`config.mk`:
```
export PLATFORM = sky130hd
export DESIGN_NAME = sorted_priority_queue_core
export DESIGN_NICKNAME = d
export VERILOG_FILES = /design/src/sv/spq_pkg.sv /design/src/sv/spq_ctrl.sv /design/src/sv/spq_dp.sv /design/src/sv/sorted_priority_queue_core.sv
export VERILOG_INCLUDE_DIRS = /design/src /design/src/sv
export SDC_FILE = /design/constraint.sdc
export NUM_CORES = 2
export LEC_CHECK = 0
export BUFFER_PORTS_ARGS = -buffer_cell sky130_fd_sc_hd__buf_2
export CORE_ASPECT_RATIO = 0.6
export CORE_MARGIN = 2
export CORE_UTILIZATION = 45
export DETAILED_ROUTE_END_ITERATION = 6
export REMOVE_ABC_BUFFERS = 1
export SETUP_SLACK_MARGIN = 0.4
export SYNTH_ARGS = -nofsm -noshare
export SYNTH_HDL_FRONTEND = slang
export SYNTH_SLANG_ARGS = --single-unit
```
`constraint.sdc`:
```
create_clock -name clk_i -period 14.23 [get_ports clk_i]
set_input_delay 0.7115 -clock clk_i [delete_from_list [all_inputs] [get_ports clk_i]]
set_output_delay 0.7115 -clock clk_i [all_outputs]
set_load 0.02 [all_outputs]
```
`src/sv/sorted_priority_queue_core_macros.svh`:
```
// Assertion macros for the sorted priority queue core.
// Used by sorted_priority_queue_core.sv; expects clk_i and rst_ni in scope.
`ifndef SORTED_PRIORITY_QUEUE_CORE_MACROS_SVH
`define SORTED_PRIORITY_QUEUE_CORE_MACROS_SVH

// same-cycle implication
`define SPQ_ASSERT_IMP(lbl, ante, cons, msg) \
  lbl: assert property (@(posedge clk_i) disable iff (!rst_ni) (ante) |-> (cons)) \
    else $error(msg);

// next-cycle implication
`define SPQ_ASSERT_NXT(lbl, ante, cons, msg) \
  lbl: assert property (@(posedge clk_i) disable iff (!rst_ni) (ante) |=> (cons)) \
    else $error(msg);

`endif

```
`src/sv/spq_pkg.sv`:
```
// Shared types, codes and helpers for the sorted priority queue core.
// No dependencies; used by spq_ctrl, spq_dp and sorted_priority_queue_core.
package spq_pkg;

  localparam int unsigned CAPACITY_DEF = 16;
  localparam int unsigned DATA_W       = 32;
  localparam int unsigned PADDR_W      = 3;

  // item commands
  localparam logic [1:0] CMD_PUSH = 2'd0;
  localparam logic [1:0] CMD_POP  = 2'd1;
  localparam logic [1:0] CMD_PEEK = 2'd2;

  // result status codes
  localparam logic [1:0] STATUS_OK    = 2'd0;
  localparam logic [1:0] STATUS_EMPTY = 2'd1;
  localparam logic [1:0] STATUS_FULL  = 2'd2;

  // register index (paddr[2])
  localparam logic REG_ORDER_MODE = 1'b0;

  typedef enum logic [1:0] {
    RES_NONE,
    RES_EMPTY,
    RES_FULL,
    RES_HEAD
  } res_kind_e;

  typedef struct packed {
    logic      load;
    logic      rd_head;
    logic      rd_pos;
    logic      push_step;
    logic      push_tail;
    logic      pop_adv;
    logic      emit;
    res_kind_e res;
  } dp_cmd_t;

  typedef struct packed {
    logic empty;
    logic full;
    logic at_tail;
  } dp_stat_t;

  // stored priority x goes ahead of (or ties with) new priority p
  function automatic logic stands_before(input logic order_mode,
                                         input logic signed [DATA_W-1:0] x,
                                         input logic signed [DATA_W-1:0] p);
    logic r;
    if (order_mode) begin
      r = (x >= p);
    end else begin
      r = (x <= p);
    end
    return r;
  endfunction

endpackage

```
`src/sv/spq_ctrl.sv`:
```
// Sequencer of the sorted priority queue: accepts items and drives the datapath.
// Depends on spq_pkg.
module spq_ctrl (
  input  logic                clk_i,
  input  logic                rst_ni,
  input  logic                start,
  output logic                busy,
  input  logic [1:0]          cmd_i,
  input  spq_pkg::dp_stat_t   stat_i,
  output spq_pkg::dp_cmd_t    dp_cmd_o
);

  localparam logic [1:0] S_IDLE = 2'd0;
  localparam logic [1:0] S_PRD  = 2'd1;
  localparam logic [1:0] S_PCMP = 2'd2;
  localparam logic [1:0] S_HOUT = 2'd3;

  logic [1:0] state_q, state_d;
  logic       is_pop_q, is_pop_d;

  assign busy = (state_q != S_IDLE);

  always_comb begin
    state_d  = state_q;
    is_pop_d = is_pop_q;
    dp_cmd_o = '0;
    case (state_q)
      S_IDLE: begin
        if (start) begin
          case (cmd_i)
            spq_pkg::CMD_PUSH: begin
              if (stat_i.full) begin
                dp_cmd_o.emit = 1'b1;
                dp_cmd_o.res  = spq_pkg::RES_FULL;
              end else begin
                dp_cmd_o.load = 1'b1;
                state_d       = S_PRD;
              end
            end
            spq_pkg::CMD_POP, spq_pkg::CMD_PEEK: begin
              if (stat_i.empty) begin
                dp_cmd_o.emit = 1'b1;
                dp_cmd_o.res  = spq_pkg::RES_EMPTY;
              end else begin
                dp_cmd_o.rd_head = 1'b1;
                is_pop_d         = (cmd_i == spq_pkg::CMD_POP);
                state_d          = S_HOUT;
              end
            end
            default: begin
              dp_cmd_o.emit = 1'b1;
              dp_cmd_o.res  = spq_pkg::RES_NONE;
            end
          endcase
        end
      end
      S_PRD: begin
        if (stat_i.at_tail) begin
          dp_cmd_o.push_tail = 1'b1;
          dp_cmd_o.emit      = 1'b1;
          dp_cmd_o.res       = spq_pkg::RES_NONE;
          state_d            = S_IDLE;
        end else begin
          dp_cmd_o.rd_pos = 1'b1;
          state_d         = S_PCMP;
        end
      end
      S_PCMP: begin
        dp_cmd_o.push_step = 1'b1;
        state_d            = S_PRD;
      end
      S_HOUT: begin
        dp_cmd_o.emit    = 1'b1;
        dp_cmd_o.res     = spq_pkg::RES_HEAD;
        dp_cmd_o.pop_adv = is_pop_q;
        state_d          = S_IDLE;
      end
      default: begin
        state_d = S_IDLE;
      end
    endcase
  end

  always_ff @(posedge clk_i or negedge rst_ni) begin
    if (!rst_ni) begin
      state_q  <= S_IDLE;
      is_pop_q <= 1'b0;
    end else begin
      state_q  <= state_d;
      is_pop_q <= is_pop_d;
    end
  end

endmodule

```
`src/sv/spq_dp.sv`:
```
// Datapath of the sorted priority queue: circular entry memory, insertion walk
// and result registers. Depends on spq_pkg.
module spq_dp #(
  parameter int unsigned CAPACITY = spq_pkg::CAPACITY_DEF
) (
  input  logic                                clk_i,
  input  logic                                rst_ni,
  input  spq_pkg::dp_cmd_t                    cmd_i,
  input  logic                                order_mode_i,
  input  logic signed [spq_pkg::DATA_W-1:0]   item_value_i,
  input  logic signed [spq_pkg::DATA_W-1:0]   item_priority_i,
  output spq_pkg::dp_stat_t                   stat_o,
  output logic                                done_o,
  output logic signed [spq_pkg::DATA_W-1:0]   head_value_o,
  output logic signed [spq_pkg::DATA_W-1:0]   head_priority_o,
  output logic [1:0]                          status_o,
  output logic                                now_empty_o
);

  localparam int unsigned DW   = spq_pkg::DATA_W;
  localparam int unsigned IdxW = (CAPACITY > 1) ? $clog2(CAPACITY) : 1;
  localparam int unsigned CntW = $clog2(CAPACITY + 1);
  localparam logic [CntW:0]   CapX    = (CntW + 1)'(CAPACITY);
  localparam logic [CntW-1:0] CapCnt  = CntW'(CAPACITY);
  localparam logic [IdxW-1:0] LastIdx = IdxW'(CAPACITY - 1);

  // logical position -> memory slot, head-relative
  function automatic logic [IdxW-1:0] phys(input logic [IdxW-1:0] head,
                                           input logic [CntW-1:0] lpos);
    logic [CntW:0] sum;
    sum = (CntW + 1)'(head) + {1'b0, lpos};
    if (sum >= CapX) begin
      sum = sum - CapX;
    end
    return sum[IdxW-1:0];
  endfunction

  logic [2*DW-1:0] mem_q [CAPACITY];
  logic [2*DW-1:0] rd_q;

  logic [IdxW-1:0] head_q, head_d;
  logic [CntW-1:0] count_q, count_d;
  logic [CntW-1:0] pos_q, pos_d;
  logic            inserted_q, inserted_d;
  logic [DW-1:0]   carry_val_q, carry_pri_q;
  logic            done_q;
  logic [DW-1:0]   hv_q, hp_q;
  logic [1:0]      status_q;
  logic            now_empty_q;

  logic [DW-1:0]   rd_val, rd_pri;
  logic [IdxW-1:0] pos_addr, raddr;
  logic            re, we, keep;

  assign rd_val   = rd_q[2*DW-1:DW];
  assign rd_pri   = rd_q[DW-1:0];
  assign pos_addr = phys(head_q, pos_q);
  assign raddr    = cmd_i.rd_head ? head_q : pos_addr;
  assign re       = cmd_i.rd_head | cmd_i.rd_pos;
  // still in front of the insertion point: entry stays where it is
  assign keep     = !inserted_q && spq_pkg::stands_before(order_mode_i, rd_pri, carry_pri_q);
  assign we       = cmd_i.push_tail | (cmd_i.push_step & !keep);

  always_ff @(posedge clk_i) begin
    if (we) begin
      mem_q[pos_addr] <= {carry_val_q, carry_pri_q};
    end
    if (re) begin
      rd_q <= mem_q[raddr];
    end
  end

  always_comb begin
    head_d     = head_q;
    count_d    = count_q;
    pos_d      = pos_q;
    inserted_d = inserted_q;
    if (cmd_i.load) begin
      pos_d      = '0;
      inserted_d = 1'b0;
    end
    if (cmd_i.push_step) begin
      pos_d = pos_q + 1'b1;
      if (!keep) begin
        inserted_d = 1'b1;
      end
    end
    if (cmd_i.push_tail) begin
      count_d = count_q + 1'b1;
    end
    if (cmd_i.pop_adv) begin
      count_d = count_q - 1'b1;
      head_d  = (head_q == LastIdx) ? '0 : head_q + 1'b1;
    end
  end

  always_ff @(posedge clk_i or negedge rst_ni) begin
    if (!rst_ni) begin
      head_q     <= '0;
      count_q    <= '0;
      pos_q      <= '0;
      inserted_q <= 1'b0;
      done_q     <= 1'b0;
    end else begin
      head_q     <= head_d;
      count_q    <= count_d;
      pos_q      <= pos_d;
      inserted_q <= inserted_d;
      done_q     <= cmd_i.emit;
    end
  end

  // carried entry: new item first, then each displaced entry
  always_ff @(posedge clk_i) begin
    if (cmd_i.load) begin
      carry_val_q <= item_value_i;
      carry_pri_q <= item_priority_i;
    end else if (cmd_i.push_step && !keep) begin
      carry_val_q <= rd_val;
      carry_pri_q <= rd_pri;
    end
  end

  always_ff @(posedge clk_i) begin
    if (cmd_i.emit) begin
      now_empty_q <= (count_d == '0);
      case (cmd_i.res)
        spq_pkg::RES_HEAD: begin
          hv_q     <= rd_val;
          hp_q     <= rd_pri;
          status_q <= spq_pkg::STATUS_OK;
        end
        spq_pkg::RES_EMPTY: begin
          hv_q     <= '0;
          hp_q     <= '0;
          status_q <= spq_pkg::STATUS_EMPTY;
        end
        spq_pkg::RES_FULL: begin
          hv_q     <= '0;
          hp_q     <= '0;
          status_q <= spq_pkg::STATUS_FULL;
        end
        default: begin
          hv_q     <= '0;
          hp_q     <= '0;
          status_q <= spq_pkg::STATUS_OK;
        end
      endcase
    end
  end

  assign stat_o.empty   = (count_q == '0);
  assign stat_o.full    = (count_q == CapCnt);
  assign stat_o.at_tail = (pos_q == count_q);

  assign done_o          = done_q;
  assign head_value_o    = hv_q;
  assign head_priority_o = hp_q;
  assign status_o        = status_q;
  assign now_empty_o     = now_empty_q;

endmodule

```
`src/sv/sorted_priority_queue_core.sv`:
```
// Top level of the sorted priority queue core: APB config register, sequencer
// and datapath. Depends on spq_pkg, spq_ctrl, spq_dp and the core macros header.
//
//   channel   handshake                    payload
//   item in   start & !busy                cmd_i, item_value_i, item_priority_i
//   result    done_o (one cycle, no stall) head_value_o, head_priority_o,
//                                          status_o, now_empty_o
//   config    psel & penable & pwrite      paddr (reg 0 = order_mode), pwdata
//
// Cycles: refused push, pop/peek on empty and the unused command raise done_o the
// cycle after acceptance, busy stays low. Pop/peek: busy during the head readout, done_o as busy drops.
// A push onto N entries walks the single-port memory (read, then compare/write per
// entry) while busy; done_o rises in the same cycle that busy drops.
// Reset clears count, head pointer and order_mode; entry memory is left as is.
// done_o cannot be stalled; a new item may be accepted while it is up.
module sorted_priority_queue_core #(
  parameter int unsigned CAPACITY = spq_pkg::CAPACITY_DEF
) (
  input  logic                                clk_i,
  input  logic                                rst_ni,
  // item channel
  input  logic                                start,
  output logic                                busy,
  input  logic [1:0]                          cmd_i,
  input  logic signed [spq_pkg::DATA_W-1:0]   item_value_i,
  input  logic signed [spq_pkg::DATA_W-1:0]   item_priority_i,
  // result channel
  output logic                                done_o,
  output logic signed [spq_pkg::DATA_W-1:0]   head_value_o,
  output logic signed [spq_pkg::DATA_W-1:0]   head_priority_o,
  output logic [1:0]                          status_o,
  output logic                                now_empty_o,
  // configuration port
  input  logic                                psel,
  input  logic                                penable,
  input  logic                                pwrite,
  input  logic [spq_pkg::PADDR_W-1:0]         paddr,
  input  logic [31:0]                         pwdata,
  output logic [31:0]                         prdata,
  output logic                                pready
);

  spq_pkg::dp_cmd_t  dp_cmd;
  spq_pkg::dp_stat_t dp_stat;

  logic order_mode_q, order_mode_d;
  logic reg_hit;

  // shorthand terms for the checks at the end
  logic push_room, res_full, res_empty, head_zero;

  // word index sits in paddr[2]; anything past order_mode is ignored
  assign reg_hit = (paddr[2] == spq_pkg::REG_ORDER_MODE);
  assign pready  = 1'b1;
  assign prdata  = reg_hit ? {31'b0, order_mode_q} : 32'b0;

  always_comb begin
    order_mode_d = order_mode_q;
    if (psel && penable && pwrite && pready && reg_hit) begin
      order_mode_d = pwdata[0];
    end
  end

  always_ff @(posedge clk_i or negedge rst_ni) begin
    if (!rst_ni) begin
      order_mode_q <= 1'b0;
    end else begin
      order_mode_q <= order_mode_d;
    end
  end

  spq_ctrl u_ctrl (
    .clk_i    (clk_i),
    .rst_ni   (rst_ni),
    .start    (start),
    .busy     (busy),
    .cmd_i    (cmd_i),
    .stat_i   (dp_stat),
    .dp_cmd_o (dp_cmd)
  );

  spq_dp #(
    .CAPACITY (CAPACITY)
  ) u_dp (
    .clk_i           (clk_i),
    .rst_ni          (rst_ni),
    .cmd_i           (dp_cmd),
    .order_mode_i    (order_mode_q),
    .item_value_i    (item_value_i),
    .item_priority_i (item_priority_i),
    .stat_o          (dp_stat),
    .done_o          (done_o),
    .head_value_o    (head_value_o),
    .head_priority_o (head_priority_o),
    .status_o        (status_o),
    .now_empty_o     (now_empty_o)
  );

  assign push_room = start && !busy && (cmd_i == spq_pkg::CMD_PUSH) && !dp_stat.full;
  assign res_full  = done_o && (status_o == spq_pkg::STATUS_FULL);
  assign res_empty = done_o && (status_o == spq_pkg::STATUS_EMPTY);
  assign head_zero = (head_value_o == '0) && (head_priority_o == '0);

`include "sorted_priority_queue_core_macros.svh"

  // a result only ever follows an accepted or in-flight item
  `SPQ_ASSERT_IMP(a_done_has_source, done_o, $past(start || busy), "result without item")
  // a refused push means the store was full, never empty
  `SPQ_ASSERT_IMP(a_full_not_empty, res_full, !now_empty_o, "full status, empty queue")
  // empty pop/peek reports zeros and an empty queue
  `SPQ_ASSERT_IMP(a_empty_zeros, res_empty, now_empty_o && head_zero, "empty status, data")
  // an accepted push with room starts the insertion walk
  `SPQ_ASSERT_NXT(a_push_walks, push_room, busy, "push did not start walk")

endmodule

```
==> flow_summary.yaml <==
status:
  status: "finished clean"
power:
  p_leak_nw: 18.7
  power_density_nw_per_um2: 263
  switching_share_pct: 36.4
  ir_worst_vdd_v: 0.000199
  intPower_mw: 9.09
  combPwrFrac_pct: 37.2
  pwr-share-clk_pct: 20.4
  finalPower_mw: 14.3
  seq_power_share_pct: 42.4
  switchingPower_mw: 5.21
placed_design:
  post-dp-hpwl_um: 58800
  io_buffers: 143
  postPlaceCellArea_um2: 50900
  gp_congestion: 0.749
yosys:
  synthSimpleGateAreaFrac_pct: 2.12
  synth_fa_ha_area_share_pct: 1.13
  synthMuxAreaShare_pct: 13.2
  synthCells: 2449
  async_flop_share_pct: 1.61
  synth_ff_type: "edfxtp_1"
  synth_cell_types: 52
  synth_top_family_by_area: "multiplexers"
  synth_seq_area_share_pct: 76.6
  synth-seq-cells: 1239
  yosysTopAreaCellShare_pct: 75.5
  synth_top_area_cell: "edfxtp_1"
  yosysWarnings: 0
  synth_edf_count: 1219
  syn_area_um2: 48500
  synth_xor_area_share_pct: 0.307
  synth-compound-area-share_pct: 4.49
  syn_avg_cell_area_um2: 19.8
  synth_area_leaders: "edfxtp_1 (76%), mux4_2 (5.9%), mux2_2 (4.5%), mux2i_1 (2.7%), a22oi_1 (2.0%)"
die:
  die_w_um: 428
  chipHeight_um: 258
  die_area_um2: 110000
  io_pins: 209
  core_area_um2: 107000
  initial_core_util_pct: 45.3
  rows: 93
timing:
  hold_slack_ns: 0.258
  clock_skew_ns: 0.0220
  finalCriticalPeriod_ns: 5.75
  finalSetupViolCount: 0
  max_slew_margin_pct: 20.4
  tightest_slew_ns: 1.19
  hold_viol_final: 0
  rsz0062_at_grt: "false"
  drv_slew: 0
  fin_crit_sh_pct: 40.4
  fmax_mhz: 174
clock_tree:
  clock_sinks: 1239
  post_cts_buffers: 0
  tritoncts: "done"
  cts.clk_slew.worst_paths_ns: 0.06
  cts-resized-gates: 0
  cts_htree_levels: 3
  cts_max_path_buffers: 3
  clock_latency_ns: 0.70
  clockRootBuffer: "clkbuf_16"
  numCtsBuffers: 113
global_route:
  grt_max_degree: 106
  grt_antenna_before_repair: 0
  grtUsageTotal_pct: 20.8
  grt_pass1_vias: 24400
  grt_pass1_wl_um: 166000
  globalRouteOverflowTotal: 0
min_path:
  min-delay-start: "pwdata[0]"
  hold_path.class: "in -> reg"
setup_path:
  r2r_start: "u_dp.carry_pri_q[15]$_DFFE_PP_"
  startpoint_type: "register"
  crit_fanout: 32
  crit_path_end: "u_dp.mem_q[4][53]$_DFFE_PP_"
  rr_worst_depth: 12
  worstSetupStartpoint: "u_dp.carry_pri_q[15]$_DFFE_PP_"
  critPathKind: "reg -> reg"
  rrSetupSlack_ns: 8.48
  cp.required_ns: 14.55
  crit_arrival_ns: 6.07
  r2r_end: "u_dp.mem_q[4][53]$_DFFE_PP_"
  endpoint_kind: "register"
final_layout:
  nets: 2783
  area_delta_synth_final_pct: 12.3
  drive_above_1_share_pct: 26.8
  n_fill_cell: 8448
  fin_area_um2: 54400
routing:
  post_drt_wl_per_cell_um: 27.7
  drc_errors: 0
  antenna_left: 0
  vias: 24100
  drtIter0Drc: 2436
  wirelength_um: 115000
  first_pass_iters: 5
  viasPerCell: 5.80
job:
  cap_violations: 0
-- power groups by stage --
stage               sequential [mW]  clock [mW]  combinational (mW)
finish                         6.06        2.92                5.32
global route                   6.16        3.13                5.71
CTS                            6.05        2.98                5.39
detailed placement             6.12           0                5.36
global placement               6.04           0                5.29
floorplan                      6.07           0                3.72
-- through the flow --
stage	util [%]	worst slack, ns	setup TNS (ns)	instances
2_1_floorplan	-	-14.42	-922.78	2314
3_3_place_gp	47.5	8.60	0	3942
3_5_place_dp	47.5	8.46	0	3942
4_1_cts	50.9	8.44	0	4154
5_1_grt	50.9	8.25	0	4154
6_report	50.9	8.48	0	4155
-- cells in the final DEF, fill, tap and decap left out, drive strengths merged, types with 2 or more instances in the layout --
cell type,count
nand3,11
mux2,195
a211oi,2
o221ai,64
ha,42
nand2b,3
mux4,128
nor4,7
and4,2
a31oi,3
nor2b,5
mux2i,132
nor3b,6
a22oi,129
bufinv,6
and3,65
a21oi,18
xnor2,14
clkinv,54
xor2,3
clkbuf,136
nor3,9
dfrtp,20
nor2,13
nor4bb,2
nand2,35
o21ai,83
buf,203
a221oi,2
edfxtp,1219
a21o,4
inv,44
clkinvlp,9
conb,32
nand4,10
nor4b,5
-- registers in the layout, summed over array words and instances, names as in the netlist --
register / count
u_dp.head_value_o: 32
u_ctrl.is_pop_q: 1
u_dp.inserted_q: 1
u_dp.mem_q: 1024
u_dp.head_q: 4
u_dp.now_empty_o: 1
u_dp.pos_q: 5
u_dp.carry_pri_q: 32
u_dp.status_o: 2
order_mode_q: 1
u_dp.done_o: 1
u_ctrl.state_q: 2
u_dp.carry_val_q: 32
u_dp.count_q: 5
u_dp.head_priority_o: 32
u_dp.rd_q: 64
-- layout make-up --
type | instances | area, um^2 | share of cell area [%]
Timing Repair Buffer | 204 | 1200 | 2.21
Sequential cell | 1239 | 37100 | 68.2
Tap cell | 1425 | 1780 | 3.27
Inverter | 38 | 143 | 0.262
Antenna cell | 1 | 2.50 | 0.00460
Multi-Input combinational cell | 1037 | 10700 | 19.6
Clock inverter | 75 | 566 | 1.04
Clock buffer | 136 | 2980 | 5.47
-- logic make-up (layout without fill, tap and decap cells) --
family,Yosys count,after routing
AND/OR/NAND/NOR,178,178
flip-flops,1239,1239
AO/OA/AOI/OAI,312,312
multiplexers,455,455
other,2,33
adder cells (fa/ha/maj),43,43
buffers and inverters,203,453
XOR/XNOR,17,17
-- routing by layer --
layer	vias up	track usage (%)	wire, um	share of wire [%]
li1	10400	-	-	-
met1	12800	30.0	50700	44
met2	817	33.2	55400	48
met3	154	3.62	7020	6.1
met4	0	4.69	2110	1.8
met5	-	0	0	0
-- critical path: stages, from the launching register on --
cell and delay (ns):
edfxtp_1 0.72, inv_1 0.10, ha_1 0.32, nand3_1 0.14, nor4_1 0.70, o21ai_0 0.19
a31oi_1 0.30, o21a_1 0.22, nor3_2 0.06, buf_4 0.23, nor4b_2 0.99, buf_4 0.65
buf_4 0.70
-- synth_stat cells, drive strengths merged (3+ instances only) --
| library cell | number |
|---|---|
| edfxtp | 1219 |
| mux2 | 195 |
| mux2i | 132 |
| a22oi | 129 |
| mux4 | 128 |
| buf | 96 |
| o21ai | 83 |
| clkbuf | 69 |
| and3 | 65 |
| o221ai | 64 |
| ha | 42 |
| inv | 38 |
| nand2 | 35 |
| dfrtp | 20 |
| a21oi | 18 |
| xnor2 | 14 |
| nor2 | 13 |
| nand3 | 11 |
| nand4 | 10 |
| nor3 | 9 |
| nor4 | 7 |
| nor3b | 6 |
| nor2b | 5 |
| nor4b | 5 |
| a21o | 4 |
| a31oi | 3 |
| nand2b | 3 |
| xor2 | 3 |
-- worst min-delay path by stage --
| stage | endpoint | depth (start not counted) |
|---|---|---|
| final | order_mode_q$_DFFE_PN0P_ | 2 |
| after global routing | order_mode_q$_DFFE_PN0P_ | 2 |
| after CTS | order_mode_q$_DFFE_PN0P_ | 2 |
| after detailed placement | u_ctrl.is_pop_q$_DFFE_PN0P_ | 1 |
| after global placement | u_dp.pos_q[4]$_DFFE_PN0P_ | 1 |
| after floorplan | order_mode_q$_DFFE_PN0P_ | 0 |
-- repair_timing --
| action | CTS | global route |
|---|---|---|
| setup endpoints to repair | 0 | 0 |
| endpoints found under the hold margin | 20 | 0 |
| hold buffers | 1 | 0 |
No activity file was read; power rests on OpenSTA's default activity.
